### src/rtl/core/clns_pkg.sv
// ----------------------------------------------------------------------------
// clns_pkg
// Shared codes, payload types and byte helpers for the character-LCD
// nibble sequencer.
// ----------------------------------------------------------------------------
package clns_pkg;

    localparam int IDX_W = 4;

    localparam logic [3:0] MODE_INIT    = 4'd0;
    localparam logic [3:0] MODE_DATA    = 4'd1;
    localparam logic [3:0] MODE_GOTO    = 4'd2;
    localparam logic [3:0] MODE_CLEAR   = 4'd3;
    localparam logic [3:0] MODE_SETMODE = 4'd4;
    localparam logic [3:0] MODE_DISPLAY = 4'd5;
    localparam logic [3:0] MODE_CURSOR  = 4'd6;
    localparam logic [3:0] MODE_BLINK   = 4'd7;
    localparam logic [3:0] MODE_POWER   = 4'd8;

    localparam logic [1:0] KIND_NIBBLE  = 2'd0;
    localparam logic [1:0] KIND_DELAY   = 2'd1;
    localparam logic [1:0] KIND_RELEASE = 2'd2;

    localparam logic [2:0] WAIT_NONE  = 3'd0;
    localparam logic [2:0] WAIT_READY = 3'd1;
    localparam logic [2:0] WAIT_5MS   = 3'd2;
    localparam logic [2:0] WAIT_150US = 3'd3;
    localparam logic [2:0] WAIT_50US  = 3'd4;
    localparam logic [2:0] WAIT_17MS  = 3'd5;

    localparam logic CFG_TWO_LINE  = 1'b0;
    localparam logic CFG_FONT_TALL = 1'b1;

    localparam logic [7:0] CMD_CLEAR = 8'h01;
    localparam logic [7:0] CMD_ENTRY = 8'h06;
    localparam logic [7:0] CMD_FUNC  = 8'h20;
    localparam logic [7:0] CMD_DISP  = 8'h08;
    localparam logic [3:0] NIB_WAKE  = 4'b0011;
    localparam logic [3:0] NIB_4BIT  = 4'b0010;

    localparam logic [IDX_W-1:0] IDX_BYTE_LAST  = IDX_W'(1);
    localparam logic [IDX_W-1:0] IDX_OFF_LAST   = IDX_W'(2);
    localparam logic [IDX_W-1:0] IDX_INIT_BYTES = IDX_W'(5);
    localparam logic [IDX_W-1:0] IDX_INIT_LAST  = IDX_W'(12);

    typedef struct packed {
        logic [3:0] mode;
        logic [7:0] value;
        logic [5:0] column;
        logic [1:0] row;
        logic       display_bit;
        logic       cursor_bit;
        logic       blink_bit;
        logic       enable;
    } t_req;

    typedef struct packed {
        logic display;
        logic cursor;
        logic blink;
    } t_flags;

    typedef struct packed {
        logic two_line;
        logic font_tall;
    } t_cfg;

    typedef struct packed {
        logic [1:0] kind;
        logic       reg_select;
        logic [3:0] nibble;
        logic [2:0] wait_code;
        logic       last;
    } t_res;

    function automatic logic [7:0] mode_byte(input logic d, input logic c, input logic b);
        mode_byte = CMD_DISP | {5'b00000, d, c, b};
    endfunction

    function automatic logic [7:0] row_base(input logic [1:0] row);
        case (row)
            2'd0:    row_base = 8'h80;
            2'd1:    row_base = 8'h80 + 8'h40;
            2'd2:    row_base = 8'h80 + 8'h14;
            default: row_base = 8'h80 + 8'h54;
        endcase
    endfunction

    function automatic logic mode_known(input logic [3:0] mode);
        mode_known = (mode <= MODE_POWER);
    endfunction

endpackage

### src/rtl/core/clns_step_gen.sv
// ----------------------------------------------------------------------------
// clns_step_gen
// Result decoder: maps the held request and the result index to one
// nibble, delay or release beat.
// ----------------------------------------------------------------------------
module clns_step_gen
    import clns_pkg::*;
(
    input  t_req             i_req,
    input  logic [IDX_W-1:0] i_idx,
    input  t_flags           i_flags,
    input  t_cfg             i_cfg,
    output t_res             o_res
);

    logic [7:0]       byte_val;
    logic             byte_rs;
    logic             byte_lo;
    logic [IDX_W-1:0] init_pos;
    logic             power_off;

    assign power_off = (i_req.mode == MODE_POWER) && !i_req.enable;
    assign init_pos  = i_idx - IDX_INIT_BYTES;

    always_comb begin
        byte_val = CMD_DISP;
        byte_rs  = 1'b0;
        byte_lo  = i_idx[0];
        case (i_req.mode)
            MODE_INIT: begin
                byte_lo = init_pos[0];
                case (init_pos[2:1])
                    2'd0:    byte_val = CMD_FUNC | {4'b0000, i_cfg.two_line,
                                                    i_cfg.font_tall, 2'b00};
                    2'd1:    byte_val = CMD_ENTRY;
                    2'd2:    byte_val = CMD_CLEAR;
                    default: byte_val = mode_byte(1'b1, 1'b0, 1'b0);
                endcase
            end
            MODE_DATA: begin
                byte_val = i_req.value;
                byte_rs  = 1'b1;
            end
            MODE_GOTO:    byte_val = row_base(i_req.row) + {2'b00, i_req.column};
            MODE_CLEAR:   byte_val = CMD_CLEAR;
            MODE_SETMODE: byte_val = mode_byte(i_req.display_bit, i_req.cursor_bit,
                                               i_req.blink_bit);
            default: begin
                if (power_off) begin
                    byte_val = CMD_DISP;
                end else begin
                    byte_val = mode_byte(i_flags.display, i_flags.cursor, i_flags.blink);
                end
            end
        endcase
    end

    always_comb begin
        o_res.kind       = KIND_NIBBLE;
        o_res.reg_select = byte_rs;
        o_res.nibble     = byte_lo ? byte_val[3:0] : byte_val[7:4];
        o_res.wait_code  = byte_lo ? WAIT_READY : WAIT_NONE;
        o_res.last       = (i_idx == IDX_BYTE_LAST);
        if (i_req.mode == MODE_INIT) begin
            o_res.last = (i_idx == IDX_INIT_LAST);
            case (i_idx)
                IDX_W'(0): begin
                    o_res.kind      = KIND_DELAY;
                    o_res.nibble    = 4'd0;
                    o_res.wait_code = WAIT_17MS;
                end
                IDX_W'(1): begin
                    o_res.nibble    = NIB_WAKE;
                    o_res.wait_code = WAIT_5MS;
                end
                IDX_W'(2): begin
                    o_res.nibble    = NIB_WAKE;
                    o_res.wait_code = WAIT_150US;
                end
                IDX_W'(3): begin
                    o_res.nibble    = NIB_WAKE;
                    o_res.wait_code = WAIT_50US;
                end
                IDX_W'(4): begin
                    o_res.nibble    = NIB_4BIT;
                    o_res.wait_code = WAIT_READY;
                end
                default: ;
            endcase
        end else if (power_off) begin
            o_res.last = (i_idx == IDX_OFF_LAST);
            if (i_idx == IDX_OFF_LAST) begin
                o_res.kind       = KIND_RELEASE;
                o_res.reg_select = 1'b0;
                o_res.nibble     = 4'd0;
                o_res.wait_code  = WAIT_NONE;
            end
        end
    end

endmodule

### config.mk
export PLATFORM = sky130hd
export DESIGN_NAME = clns_step_gen
export DESIGN_NICKNAME = d
export VERILOG_FILES = /design/src/rtl/core/clns_pkg.sv /design/src/rtl/core/clns_step_gen.sv
export SDC_FILE = /design/constraint.sdc
export NUM_CORES = 1
export LEC_CHECK = 0
export ABC_AREA = 1
export BUFFER_PORTS_ARGS = -buffer_cell sky130_fd_sc_hd__clkbuf_2
export CAP_MARGIN = 20
export CELL_PAD_IN_SITES_DETAIL_PLACEMENT = 1
export CELL_PAD_IN_SITES_GLOBAL_PLACEMENT = 1
export CORE_ASPECT_RATIO = 1.2
export CORE_UTILIZATION = 28
export DETAILED_ROUTE_END_ITERATION = 8
export PLACE_DENSITY_LB_ADDON = 0.3
export SLEW_MARGIN = 20
export SYNTH_ARGS = -nofsm -noshare
export SYNTH_HDL_FRONTEND = slang
export SYNTH_SLANG_ARGS = --single-unit
### constraint.sdc
create_clock -name vclk -period 2.7
set_input_delay 0.675 -clock vclk [all_inputs]
set_output_delay 0.675 -clock vclk [all_outputs]
set_load 0.02 [all_outputs]
==> flow_metrics.tcl <==
set metrics [dict create \
    status "complete, but fails checks" \
    failed_checks "negative setup slack" \
    setup_viol_count_final 3 \
    ir_drop_v 0.0000853 \
    drt-initial-drc-count 7 \
    endpoint "o_res[4]" \
    ios 44 \
    fmax_mhz 365 \
    postSynthCellCount 146 \
    synthMostInstantiatedCell "nand2_1" \
    synth_area_um2 727 \
    fillers 355 \
    power_frac_comb_pct 100.0 \
    grt_overflow_total 0 \
    place.gp.congestion 0.770 \
    synth_area_per_cell_um2 4.98 \
    setup_slack_ps -40.2 \
    internal_power_mw 0.0963 \
    flops_and_latches 0 \
    placed_cell_area_um2 1010 \
    ys_top_cells_by_count "55 x nand2_1, 18 x inv_1, 17 x nand3_1" \
    drive_above_1_share_pct 54.1 \
    route.detailed.drc 0 \
    syn2layout_area_growth_pct 86.4 \
    pre_cts_ws_ps -171 \
    nClkBuffers 0 \
    postRouteAntennaNets 0 \
    synthTopCellsByArea "nand2_1 28%, ha_1 14%, nand3_1 12%" \
    die_y_um 57.8 \
    dieArea_um2 2800 \
    start_util_pct 30.6 \
    hold_viol 0 \
    vias 1237 \
    die_x_um 48.5 \
    fp-row-count 19 \
    fin_util_pct 57.0 \
    p_leak_nw 0.740 \
    dp_cells 224 \
    slew_viol_final 0 \
    powerDensity_nw_per_um2 160 \
    cap_violations 0 \
    wl_per_cell_um 16.2 \
    min_period_ps 2740 \
    first_pass_iters 3 \
    routed_wl_um 3880 \
    core_um2 2380 \
    holdCritPathClass "input pin to output port" \
    setup_tns_ps -50.1 \
    whs_ps 1780 \
    power_mw 0.217 \
    multiInputGateArea_um2 797 \
    arrival_ps 2070 \
    grtUsageTotal_pct 20.9 \
    swShare_pct 55.7 \
    worstPathRequired_ps 2030 \
    grt_first_pass_wirelength_um 4700 \
    slew_headroom_pct 73.8 \
    crit_path_start_kind "input pin" \
    ys_warn_count 0 \
    routed_via_density 5.15 \
    period_share_pct 101 \
    power_frac_clock_pct 0 \
    worstPathMaxFanout 3 \
    numPortBuffers 44 \
    grt_antenna_before_repair 0 \
    setup.worst_path.start "i_idx[1]" \
    final_cells 240 \
    yosysSeqAreaShare_pct 0 \
    pwr-share-seq_pct 0 \
    crit_type "input pin to output port" \
    hold_depth 4 \
    endpoint_kind "output port" \
    synth.top_cell.area_share_pct 28.4 \
    rsz0062_at_grt "yes" \
    grt_pass1_vias 1160 \
    grt_max_degree 9 \
    yosys.area.top_type "nand2_1" \
    p_sw_mw 0.121 \
    tightest_slew_ps 391 \
    synth_nets 187 \
    regArea_um2 0 \
    synth_cell_types 22 \
    diodes 0 \
    fin_area_um2 1360 \
    hpwl_um 2410 \
    layout.nets 252 \
]
## timing repair
action                                  4_1_cts  5_1_grt
pin swaps                                     2       29
hold buffers                                  0        0
endpoints found under the setup margin        5        5
resized for setup                            14       63
setup buffers                                 1       15
## final cells by class
type	count	area share, %
Multi-Input combinational cell	122	58.8
Tap cell	31	2.86
Inverter	23	7.66
Timing Repair Buffer	64	30.7
## power by group through the flow
stage / sequential (mW) / clock [mW] / combinational [mW]
after CTS: 0 / 0 / 0.154
after global placement: 0 / 0 / 0.136
final: 0 / 0 / 0.217
after global routing: 0 / 0 / 0.232
after detailed placement: 0 / 0 / 0.142
after floorplan: 0 / 0 / 0.0815
## cell usage in the layout (no fill, tap or decap)
cell type and n:
nor3_2 1, a21oi_1 2, buf_2 2, a21oi_2 2
nand4_1 2, nand2_2 12, nor2_2 4, nand2_4 4
clkbuf_2 33, ha_1 3, nor3_1 1, buf_6 6
o21ai_0 2, inv_4 4, inv_2 5, a31oi_2 1
xnor2_2 1, ha_4 4, inv_1 12, ha_2 1
nor2_4 3, nand3_4 1, nor2_1 11, a211oi_1 1
nand2_1 43, o21ai_1 3, buf_4 23, nand3_1 12
o211ai_1 1, o21ai_2 1, inv_8 1, clkinv_1 1
a31oi_1 2, nand3_2 4
## layer usage
metal  vias up  track usage [%]  wire length (µm)
met2        48             46.5              2200
met4         0             4.20               234
li1        594                -                 -
met5         -                0                 0
met3        21             1.31               124
met1       574             20.6              1320
## worst max-delay path, stage by stage
cell and delay (ps):
buf_4 110, inv_4 40, ha_4 290, inv_4 50, nor2_2 70, nand2_1 60, nand2_1 60, nand2_1 60
nand3_1 70, nand2_1 60, nand2_1 100, nand2_1 90, nand2_1 70, nand2_1 50, nand2_1 90, buf_6 120
## cell families after synthesis
| group | Yosys count | share of synthesized area, % |
|---|---|---|
| AOI/OAI and AO/OA | 15 | 11.5 |
| buffers and inverters | 24 | 12.7 |
| adders and majority gates | 8 | 13.8 |
| xor gates and xnor gates | 1 | 1.21 |
| and+or+nand+nor | 98 | 60.8 |
## worst min-delay path by stage
stage | startpoint | endpoint | slack (ps)
2_1_floorplan | i_req[21] | o_res[8] | 1510
3_3_place_gp | i_cfg[1] | o_res[7] | 1760
3_5_place_dp | i_cfg[1] | o_res[7] | 1770
4_1_cts | i_cfg[1] | o_res[7] | 1800
5_1_grt | i_cfg[1] | o_res[7] | 1800
6_report | i_cfg[1] | o_res[7] | 1780
Note: power is estimated with default switching activity, not from simulation.
